==> src/hdl/nscm_pkg.sv <==
// ---------------------------------------------------------------------------
// nscm_pkg : shared types and helpers for the scale-or-center pixel mapper
// Field widths, register indexes, reset values, and one restoring
// divider step used by the pipelined quotient chain.
// ---------------------------------------------------------------------------
package nscm_pkg;

   // field widths
   localparam int unsigned SIDE_W    = 12;
   localparam int unsigned IDX_W     = 24;
   localparam int unsigned CSR_IDX_W = 2;

   // one past the largest legal side length, register writes saturate below it
   localparam int unsigned MAX_SIDE  = 4096;
   localparam logic [SIDE_W+1:0] SIDE_LIMIT = (SIDE_W+2)'(MAX_SIDE - 1);

   // register indexes
   typedef enum logic [CSR_IDX_W-1:0] {
      CSR_SRC_WIDTH     = 2'd0,
      CSR_SRC_HEIGHT    = 2'd1,
      CSR_SCREEN_WIDTH  = 2'd2,
      CSR_SCREEN_HEIGHT = 2'd3
   } csr_index_type;

   // register reset values
   localparam logic [SIDE_W-1:0] RST_SRC_WIDTH     = 12'd1;
   localparam logic [SIDE_W-1:0] RST_SRC_HEIGHT    = 12'd1;
   localparam logic [SIDE_W-1:0] RST_SCREEN_WIDTH  = 12'd1024;
   localparam logic [SIDE_W-1:0] RST_SCREEN_HEIGHT = 12'd600;

   // one axis of the divider: partial remainder, dividend bits still to
   // shift in, quotient bits so far
   typedef struct packed {
      logic [SIDE_W-1:0] rem;
      logic [SIDE_W-1:0] num;
      logic [SIDE_W-1:0] quot;
   } div_type;

   // after the multiply stage
   typedef struct packed {
      logic [IDX_W-1:0]  scr_prod;
      logic [SIDE_W-1:0] x;
      logic [SIDE_W-1:0] dx;
      logic [SIDE_W-1:0] dy;
      logic              bg;
      logic              scaled;
   } mul_item_type;

   // carried through the divider chain
   typedef struct packed {
      logic [IDX_W-1:0]  scr_idx;
      logic [SIDE_W-1:0] dx;
      logic [SIDE_W-1:0] dy;
      logic              bg;
      logic              scaled;
   } div_item_type;

   // after the source row multiply
   typedef struct packed {
      logic [IDX_W-1:0]  scr_idx;
      logic [IDX_W-1:0]  row_prod;
      logic [SIDE_W-1:0] col;
      logic              bg;
      logic              scaled;
   } row_item_type;

   // clamp a written side length
   function automatic logic [SIDE_W-1:0] sat_side(logic [SIDE_W-1:0] v);
      logic [SIDE_W+1:0] wide;
      wide = {2'b00, v};
      if (wide > SIDE_LIMIT) begin
         return SIDE_LIMIT[SIDE_W-1:0];
      end
      return v;
   endfunction

   // one restoring division step, one quotient bit
   function automatic div_type div_step(div_type cur, logic [SIDE_W-1:0] dvsr);
      logic [SIDE_W:0] trial;
      logic [SIDE_W:0] diff;
      logic            ge;
      div_type         nxt;
      trial    = {cur.rem, cur.num[SIDE_W-1]};
      diff     = trial - {1'b0, dvsr};
      ge       = (trial >= {1'b0, dvsr});
      nxt.rem  = ge ? diff[SIDE_W-1:0] : trial[SIDE_W-1:0];
      nxt.num  = {cur.num[SIDE_W-2:0], 1'b0};
      nxt.quot = {cur.quot[SIDE_W-2:0], ge};
      return nxt;
   endfunction

endpackage

==> src/hdl/nearest_scale_or_center_mapper.sv <==
// ---------------------------------------------------------------------------
// nearest_scale_or_center_mapper : screen pixel to source pixel mapper
// Scales the source by nearest neighbor when it exceeds the screen in
// either side, else centers it and flags uncovered pixels as background.
// ---------------------------------------------------------------------------
//
//  channel  | ports                               | direction
//  ---------+-------------------------------------+-----------
//  req      | req_valid req_stall req_pix_x/y     | in
//  rsp      | rsp_valid rsp_stall rsp_screen_index| out
//           | rsp_source_index rsp_background     |
//           | rsp_scaled                          |
//  csr      | csr_valid csr_ready csr_index       | in
//           | csr_wdata                           |
//
//  One beat per cycle while rsp_stall is low; req reaches rsp through the
//  input and multiply stages, the 12-step restoring divider chain (one
//  quotient bit per stage), and the row multiply and output stages.
//  Synchronous active-high reset clears valid bits and presets the csr registers.
//  A stall on rsp only holds stages that are full; bubbles still close up,
//  and req_stall rises only when the first stage cannot move.
//  csr_ready is always high; writes take effect on the next cycle.
//
module nearest_scale_or_center_mapper (
   input  logic                          clock,
   input  logic                          reset,
   // input beats
   input  logic                          req_valid,
   output logic                          req_stall,
   input  logic [nscm_pkg::SIDE_W-1:0]   req_pix_x,
   input  logic [nscm_pkg::SIDE_W-1:0]   req_pix_y,
   // result beats
   output logic                          rsp_valid,
   input  logic                          rsp_stall,
   output logic [nscm_pkg::IDX_W-1:0]    rsp_screen_index,
   output logic [nscm_pkg::IDX_W-1:0]    rsp_source_index,
   output logic                          rsp_background,
   output logic                          rsp_scaled,
   // register writes
   input  logic                          csr_valid,
   output logic                          csr_ready,
   input  logic [nscm_pkg::CSR_IDX_W-1:0] csr_index,
   input  logic [nscm_pkg::SIDE_W-1:0]   csr_wdata
);

   localparam int unsigned SW       = nscm_pkg::SIDE_W;
   localparam int unsigned IW       = nscm_pkg::IDX_W;
   localparam int unsigned DIV_N    = SW;
   localparam int unsigned ST_IN    = 0;
   localparam int unsigned ST_MUL   = 1;
   localparam int unsigned DIV_BASE = 2;
   localparam int unsigned ST_ROW   = DIV_BASE + DIV_N;
   localparam int unsigned ST_OUT   = ST_ROW + 1;
   localparam int unsigned NSTG     = ST_OUT + 1;

   // configuration registers
   logic [SW-1:0] src_w_ff, src_h_ff, scr_w_ff, scr_h_ff;
   logic [SW-1:0] wdata_sat;

   // pipeline valid bits and advance enables
   logic [NSTG-1:0] vld_ff;
   logic [NSTG-1:0] adv;

   // stage registers
   logic [SW-1:0]                pix_x_ff, pix_y_ff;
   nscm_pkg::mul_item_type       mul_ff, mul_in;
   logic [IW-1:0]                nx_ff, ny_ff, nx_in, ny_in;
   nscm_pkg::div_type            divx_ff [DIV_N];
   nscm_pkg::div_type            divy_ff [DIV_N];
   nscm_pkg::div_item_type       ditem_ff [DIV_N];
   nscm_pkg::row_item_type       row_ff, row_in;
   logic [IW-1:0]                scr_out_ff, src_out_ff;
   logic                         bg_out_ff, scaled_out_ff;

   // ------------------------------------------------------------------
   // register port
   assign csr_ready = 1'b1;
   assign wdata_sat = nscm_pkg::sat_side(csr_wdata);

   always_ff @(posedge clock) begin
      if (reset) begin
         src_w_ff <= nscm_pkg::RST_SRC_WIDTH;
         src_h_ff <= nscm_pkg::RST_SRC_HEIGHT;
         scr_w_ff <= nscm_pkg::RST_SCREEN_WIDTH;
         scr_h_ff <= nscm_pkg::RST_SCREEN_HEIGHT;
      end else if (csr_valid && csr_ready) begin
         case (nscm_pkg::csr_index_type'(csr_index))
            nscm_pkg::CSR_SRC_WIDTH:     src_w_ff <= wdata_sat;
            nscm_pkg::CSR_SRC_HEIGHT:    src_h_ff <= wdata_sat;
            nscm_pkg::CSR_SCREEN_WIDTH:  scr_w_ff <= wdata_sat;
            nscm_pkg::CSR_SCREEN_HEIGHT: scr_h_ff <= wdata_sat;
            default: ;
         endcase
      end
   end

   // ------------------------------------------------------------------
   // advance enables: a stage moves when empty or when the next one moves
   assign adv[NSTG-1] = !vld_ff[NSTG-1] || !rsp_stall;
   for (genvar k = 0; k < NSTG - 1; k++) begin : g_adv
      assign adv[k] = !vld_ff[k] || adv[k+1];
   end

   assign req_stall = !adv[ST_IN];

   always_ff @(posedge clock) begin
      if (reset) begin
         vld_ff <= '0;
      end else begin
         if (adv[ST_IN]) begin
            vld_ff[ST_IN] <= req_valid;
         end
         for (int k = 1; k < NSTG; k++) begin
            if (adv[k]) begin
               vld_ff[k] <= vld_ff[k-1];
            end
         end
      end
   end

   // ------------------------------------------------------------------
   // input stage
   always_ff @(posedge clock) begin
      if (adv[ST_IN]) begin
         pix_x_ff <= req_pix_x;
         pix_y_ff <= req_pix_y;
      end
   end

   // ------------------------------------------------------------------
   // multiply stage: scale numerators, screen row product, centering window
   logic          scaled_w, on_scr_w, in_win_w;
   logic [SW-1:0] x0_w, y0_w;
   logic [SW:0]   x_end_w, y_end_w;

   always_comb begin
      scaled_w = (src_w_ff > scr_w_ff) || (src_h_ff > scr_h_ff);
      on_scr_w = (pix_x_ff < scr_w_ff) && (pix_y_ff < scr_h_ff);
      x0_w     = SW'((scr_w_ff - src_w_ff) >> 1);
      y0_w     = SW'((scr_h_ff - src_h_ff) >> 1);
      x_end_w  = {1'b0, x0_w} + {1'b0, src_w_ff};
      y_end_w  = {1'b0, y0_w} + {1'b0, src_h_ff};
      in_win_w = (pix_x_ff >= x0_w) && ({1'b0, pix_x_ff} < x_end_w) &&
                 (pix_y_ff >= y0_w) && ({1'b0, pix_y_ff} < y_end_w);

      nx_in = {{(IW-SW){1'b0}}, pix_x_ff} * {{(IW-SW){1'b0}}, src_w_ff};
      ny_in = {{(IW-SW){1'b0}}, pix_y_ff} * {{(IW-SW){1'b0}}, src_h_ff};

      mul_in.scr_prod = {{(IW-SW){1'b0}}, pix_y_ff} * {{(IW-SW){1'b0}}, scr_w_ff};
      mul_in.x        = pix_x_ff;
      mul_in.dx       = pix_x_ff - x0_w;
      mul_in.dy       = pix_y_ff - y0_w;
      mul_in.bg       = !on_scr_w || (!scaled_w && !in_win_w);
      mul_in.scaled   = scaled_w;
   end

   always_ff @(posedge clock) begin
      if (adv[ST_MUL]) begin
         mul_ff <= mul_in;
         nx_ff  <= nx_in;
         ny_ff  <= ny_in;
      end
   end

   // ------------------------------------------------------------------
   // divider chain: one quotient bit per stage on each axis
   // numerator < divisor * 2^SW when on screen, so the top half starts
   // below the divisor and the quotient fits SW bits
   for (genvar k = 0; k < DIV_N; k++) begin : g_div
      nscm_pkg::div_type      srcx, srcy;
      nscm_pkg::div_item_type item_in;

      if (k == 0) begin : g_first
         assign srcx.rem  = nx_ff[IW-1:SW];
         assign srcx.num  = nx_ff[SW-1:0];
         assign srcx.quot = '0;
         assign srcy.rem  = ny_ff[IW-1:SW];
         assign srcy.num  = ny_ff[SW-1:0];
         assign srcy.quot = '0;
         // screen index add rides along in the first divider stage
         assign item_in.scr_idx = mul_ff.scr_prod + {{(IW-SW){1'b0}}, mul_ff.x};
         assign item_in.dx      = mul_ff.dx;
         assign item_in.dy      = mul_ff.dy;
         assign item_in.bg      = mul_ff.bg;
         assign item_in.scaled  = mul_ff.scaled;
      end else begin : g_next
         assign srcx    = divx_ff[k-1];
         assign srcy    = divy_ff[k-1];
         assign item_in = ditem_ff[k-1];
      end

      always_ff @(posedge clock) begin
         if (adv[DIV_BASE+k]) begin
            divx_ff[k]  <= nscm_pkg::div_step(srcx, scr_w_ff);
            divy_ff[k]  <= nscm_pkg::div_step(srcy, scr_h_ff);
            ditem_ff[k] <= item_in;
         end
      end
   end

   // ------------------------------------------------------------------
   // source row multiply, shared by both modes
   logic [SW-1:0] row_sel, col_sel;

   always_comb begin
      row_sel = ditem_ff[DIV_N-1].scaled ? divy_ff[DIV_N-1].quot : ditem_ff[DIV_N-1].dy;
      col_sel = ditem_ff[DIV_N-1].scaled ? divx_ff[DIV_N-1].quot : ditem_ff[DIV_N-1].dx;
      row_in.scr_idx  = ditem_ff[DIV_N-1].scr_idx;
      row_in.row_prod = {{(IW-SW){1'b0}}, row_sel} * {{(IW-SW){1'b0}}, src_w_ff};
      row_in.col      = col_sel;
      row_in.bg       = ditem_ff[DIV_N-1].bg;
      row_in.scaled   = ditem_ff[DIV_N-1].scaled;
   end

   always_ff @(posedge clock) begin
      if (adv[ST_ROW]) begin
         row_ff <= row_in;
      end
   end

   // ------------------------------------------------------------------
   // output register
   always_ff @(posedge clock) begin
      if (adv[ST_OUT]) begin
         scr_out_ff    <= row_ff.scr_idx;
         src_out_ff    <= row_ff.bg ? '0 :
                          row_ff.row_prod + {{(IW-SW){1'b0}}, row_ff.col};
         bg_out_ff     <= row_ff.bg;
         scaled_out_ff <= row_ff.scaled;
      end
   end

   assign rsp_valid        = vld_ff[ST_OUT];
   assign rsp_screen_index = scr_out_ff;
   assign rsp_source_index = src_out_ff;
   assign rsp_background   = bg_out_ff;
   assign rsp_scaled       = scaled_out_ff;

   // ------------------------------------------------------------------
   // checks

   // background beats never carry a source index
   a_bg_zero : assert property (@(posedge clock) disable iff (reset)
      rsp_valid && rsp_background |-> rsp_source_index == '0)
      else $error("background beat with nonzero source index");

   // scaled column quotient stays inside the source width
   a_quot_x : assert property (@(posedge clock) disable iff (reset)
      vld_ff[ST_ROW-1] && ditem_ff[DIV_N-1].scaled && !ditem_ff[DIV_N-1].bg
      |-> divx_ff[DIV_N-1].quot < src_w_ff)
      else $error("column quotient out of source range");

   // scaled row quotient stays inside the source height
   a_quot_y : assert property (@(posedge clock) disable iff (reset)
      vld_ff[ST_ROW-1] && ditem_ff[DIV_N-1].scaled && !ditem_ff[DIV_N-1].bg
      |-> divy_ff[DIV_N-1].quot < src_h_ff)
      else $error("row quotient out of source range");

   // no back pressure on the input without back pressure on the output
   a_no_false_stall : assert property (@(posedge clock) disable iff (reset)
      !rsp_stall |-> !req_stall)
      else $error("input stalled while output is free");

endmodule
==> config.mk <==
export PLATFORM = sky130hd
export DESIGN_NAME = nearest_scale_or_center_mapper
export DESIGN_NICKNAME = d
export VERILOG_FILES = /design/src/hdl/nscm_pkg.sv /design/src/hdl/nearest_scale_or_center_mapper.sv
export SDC_FILE = /design/constraint.sdc
export NUM_CORES = 2
export LEC_CHECK = 0
export BUFFER_PORTS_ARGS = -buffer_cell sky130_fd_sc_hd__buf_4
export CORE_MARGIN = 1
export CORE_UTILIZATION = 60
export CTS_CLUSTER_SIZE = 20
export DETAILED_ROUTE_END_ITERATION = 6
export PLACE_DENSITY_LB_ADDON = 0.3
export SLEW_MARGIN = 5
export SYNTH_ARGS = -nofsm -noshare
export SYNTH_HDL_FRONTEND = slang
export SYNTH_SLANG_ARGS = --single-unit
==> constraint.sdc <==
create_clock -name clock -period 24.4 [get_ports clock]
set_clock_uncertainty 0.15 [all_clocks]
set_input_delay 2.44 -clock clock [delete_from_list [all_inputs] [get_ports clock]]
set_output_delay 2.44 -clock clock [all_outputs]
set_load 0.02 [all_outputs]
==> impl_metrics.csv <==
group,metric,value,unit
global_routing,grt_util_overall,24.43,%
place,port_buffers,94,
global_routing,wire_length_of_the_first_global_routing_pass,268700,um
synth,synth_compound_gate_area_share,7.019,%
power,leakagePower,38.58,nW
critical_path,critPathRequiredTime,21.81,ns
clocking,numClockSinks,1462,
power,internal-power,0.006583,W
worst_hold_path,hp-class,"reg -> reg",
critical_path,arrival,6.46,ns
place,gpl.final_weighted_congestion,0.8989,
finish,layout.cells.most_common,"edfxtp_1",
power,power_frac_seq,44.5,%
finish,mostFrequentLayoutCells,"edfxtp_1 (1,398), inv_1 (709), ha_1 (673)",
finish,layout-drive-gt1-share,6.715,%
critical_path,reg2reg_from,"pix_y_ff[1]",
synth,ys.warnings.count,0,
synth,postSynth.asyncResetShare,0,%
synth,adder_cell_share_of_the_synthesized_area,20.51,%
sta,timing.final.max_slew_violations,0,
critical_path,critPathBufInv,7,
clocking,clock_tree.root_cell,"clkbuf_16",
critical_path,worst_setup_path_type,"in -> out",
synth,synthesized_area_fraction_occupied_by_and_or_nand_nor_cells,9.205,%
global_routing,global_route_congestion_overflow_total,0,
power,ir_worst_vdd,0.09333,mV
floorplanning,die-width,374.0,um
sta,setup_viol_count_final,0,
place,dp_hpwl,118000,um
sta,period_minus_slack,9.049,ns
synth,seq_area_frac_synth,52.11,%
synth,synth-seq-cells,1462,
critical_path,stages_on_the_worst_setup_path,15,
detailed_routing,route.detailed.vias_per_inst,5.782,
synth,yosys.cell_types.count,94,
finish,areaGrowthSynthToFinish,9.148,%
detailed_routing,route.final.wire_length,167400,um
synth,syn_area_per_cell,12.64,sq um
sta,worst_pin_slew,1.258,ns
floorplanning,initial_core_util,60.46,%
sta,fmax,110.5,MHz
detailed_routing,dr.first_iter.drc_count,3408,
floorplanning,ios,96,
outcome,run_status,"completed",
clocking,hold_buffers,0,
worst_hold_path,whs_path_depth,0,
finish,final_nets,7871,
floorplanning,floorplan.die.height,374.0,um
clocking,h_tree_depth,4,
critical_path,cp_top_family,"simple AND/OR/NAND/NOR gates",
detailed_routing,detail_route.drc_violations,0,
synth,multiplexer_fraction_of_the_synthesized_cell_area,3.543,%
clocking,cts_made_buffers,146,
detailed_routing,vias,49900,
clocking,post-cts-setup-buffers,0,
global_routing,antenna_found_initial,3,
power,power_per_cell_area,105.7,mW/mm^2
power,net_switching_power,0.002992,W
synth,dominantRegCellSynth,"edfxtp_1",
synth,synth_top_family_by_area,"adder cells",
synth,post_synth_edffs,1398,
power,total_power,0.009575,W
worst_hold_path,hold_end,"divy_ff[0][120]",
finish,n_antenna_cell,0,
critical_path,worst_r2r_endpoint,"ny_ff[23]",
floorplanning,core.rowCount,136,
floorplanning,die_area,0.1399,sq mm
sta,post-route-period-util,37.08,%
critical_path,timing.critical_path.mode_cell,"buf_4",
detailed_routing,detail_route.first_pass.iterations,6,
clocking,cts_repair_resize_count,0,
run,cap_violations,0,
critical_path,worst-r2r-setup-slack,18.03,ns
clocking,cts_tree,"built",
critical_path,worstPathCellList,"buf_4, and3_1, inv_2, buf_4, nor2_1, and2_1, inv_4, nor2_2, nand2_4, nor2_2, and3_1, nand3_2, buf_4, inv_1, buf_4",
power,clockPowerShare,22.8,%
synth,synth_area,0.08302,sq mm
clocking,clock_slew_at_reported_path_ffs,0.06,ns
clocking,clk_path_buf_depth,3,
global_routing,grt_pass1_vias,51580,
synth,synthXorXnorAreaFrac,3.545,%
clocking,worstSkewPairLatency,0.79,ns
global_routing,grt_start_max_net_pins,69,
synth,synthesis.nets,7714,
sta,grt_setup_unrepaired,"no",
critical_path,r2r.worst_path.cells,20,
worst_hold_path,worstHoldStart,"divy_ff[0][84]",
critical_path,cp_slowest_cell,"buf_4",
critical_path,timing.critical_path.fanout_max,63,
sta,final_hold_viol_count,0,
power,comb_power_share,32.7,%
synth,postSynthCellCount,6568,
finish,fillers,9677,
floorplanning,coreArea,0.1373,sq mm
critical_path,timing.critical_path.from_type,"input port",
sta,tns,0,ns
detailed_routing,routedWlPerCell,19.40,um
critical_path,max_stage_delay,0.66,ns
detailed_routing,antenna_left,0,
critical_path,worst_setup_path_end_kind,"primary output",
power,sw_frac_of_total,31.25,%
sta,timing.slew.headroom,15.74,%
kinds of logic after synthesis:
family / Yosys count
flops: 1462
xor+xnor: 336
mux: 264
other cells: 1
buf+inv: 880
simple gates: 1621
compound gates: 901
fa+ha+maj: 1103
sequential cells by signal (all words and copies together), names as in the netlist, 24 cells and up:
name and cells:
ditem_ff 600, nx_ff 24, mul_ff 36, rsp_screen_index 24
ny_ff 24, row_ff 62, divx_ff 276, g_div.item_in 26
rsp_source_index 24, divy_ff 276
through the flow:
step	hold slack (ns)	cell area (sq um)	instances	util, %	setup slack [ns]
after floorplan	0.2503	83020	6568	-	13.33
after global placement	0.2503	85930	8370	62.58	15.33
after detailed placement	0.2545	85930	8370	62.58	15.25
after CTS	0.2609	90610	8628	65.98	15.22
after global routing	0.2687	90610	8629	65.99	14.99
final	0.2623	90610	8629	65.99	15.35
metal layers:
metal  GRT usage (%)  wire (um)  vias to the layer above
li1                -          -                    23390
met1           31.55      69580                    24660
met2           41.44      81580                     1485
met3           4.183      10470                      352
met4           9.046       5793                        4
met5               0         20                        -
how the worst max path moves through the flow:
stage | end | start
after floorplan | req_stall | rsp_stall
after global placement | req_stall | rsp_stall
after detailed placement | req_stall | rsp_stall
after CTS | req_stall | rsp_stall
after global routing | req_stall | rsp_stall
final | req_stall | rsp_stall
synth_stat cells (all sizes together), types with 30 or more instances:
library cell,number,share of area (%)
mux2i,46,0.55
mux2,218,3.0
nor3,87,0.53
nor2,322,1.5
a21o,136,1.2
nand3,70,0.42
a21oi,270,1.6
o21ai,185,1.1
ha,673,10
nor2b,117,0.89
nand2b,55,0.41
xor2,95,1.0
and3,30,0.23
a21boi,46,0.42
clkbuf,123,0.56
or3,32,0.24
fa,430,10
edfxtp,1398,51
inv,724,3.3
nand4,72,0.54
o21a,31,0.28
xnor2,241,2.5
dfxtp,64,1.5
nand2,639,2.9
and2,141,1.1
a211oi,46,0.42
power by group through the flow:
stage,logic [W],clock network [W],registers [W]
3_3_place_gp,0.00297,0,0.00424
2_1_floorplan,0.00246,0,0.00415
3_5_place_dp,0.00307,0,0.00430
4_1_cts,0.00312,0.00223,0.00427
6_report,0.00313,0.00219,0.00426
5_1_grt,0.00349,0.00232,0.00434
worst reg2reg max path, stage by stage, from the launching register on:
cell,delay [ns]
edfxtp_1,0.62
buf_4,0.33
and2_1,0.21
fa_1,0.55
inv_1,0.06
fa_1,0.53
inv_1,0.06
fa_1,0.54
inv_1,0.06
fa_1,0.53
inv_1,0.06
fa_1,0.47
ha_1,0.25
or4_1,0.52
a221oi_2,0.24
o31ai_1,0.16
a31oi_1,0.20
a211oi_1,0.14
a21o_1,0.19
a21oi_1,0.16
xnor2_1,0.08
cell type report:
cell class	count	area (sq um)	area share (%)
timing repair buffer	160	1201	1.326
clock buffer	178	3795	4.188
clock inverter	80	877.1	0.9679
sequential	1462	43260	47.74
tap	1794	2245	2.477
multi-input combinational	4226	36480	40.26
inverter	729	2756	3.042
Power figures use the tool's default switching activity.
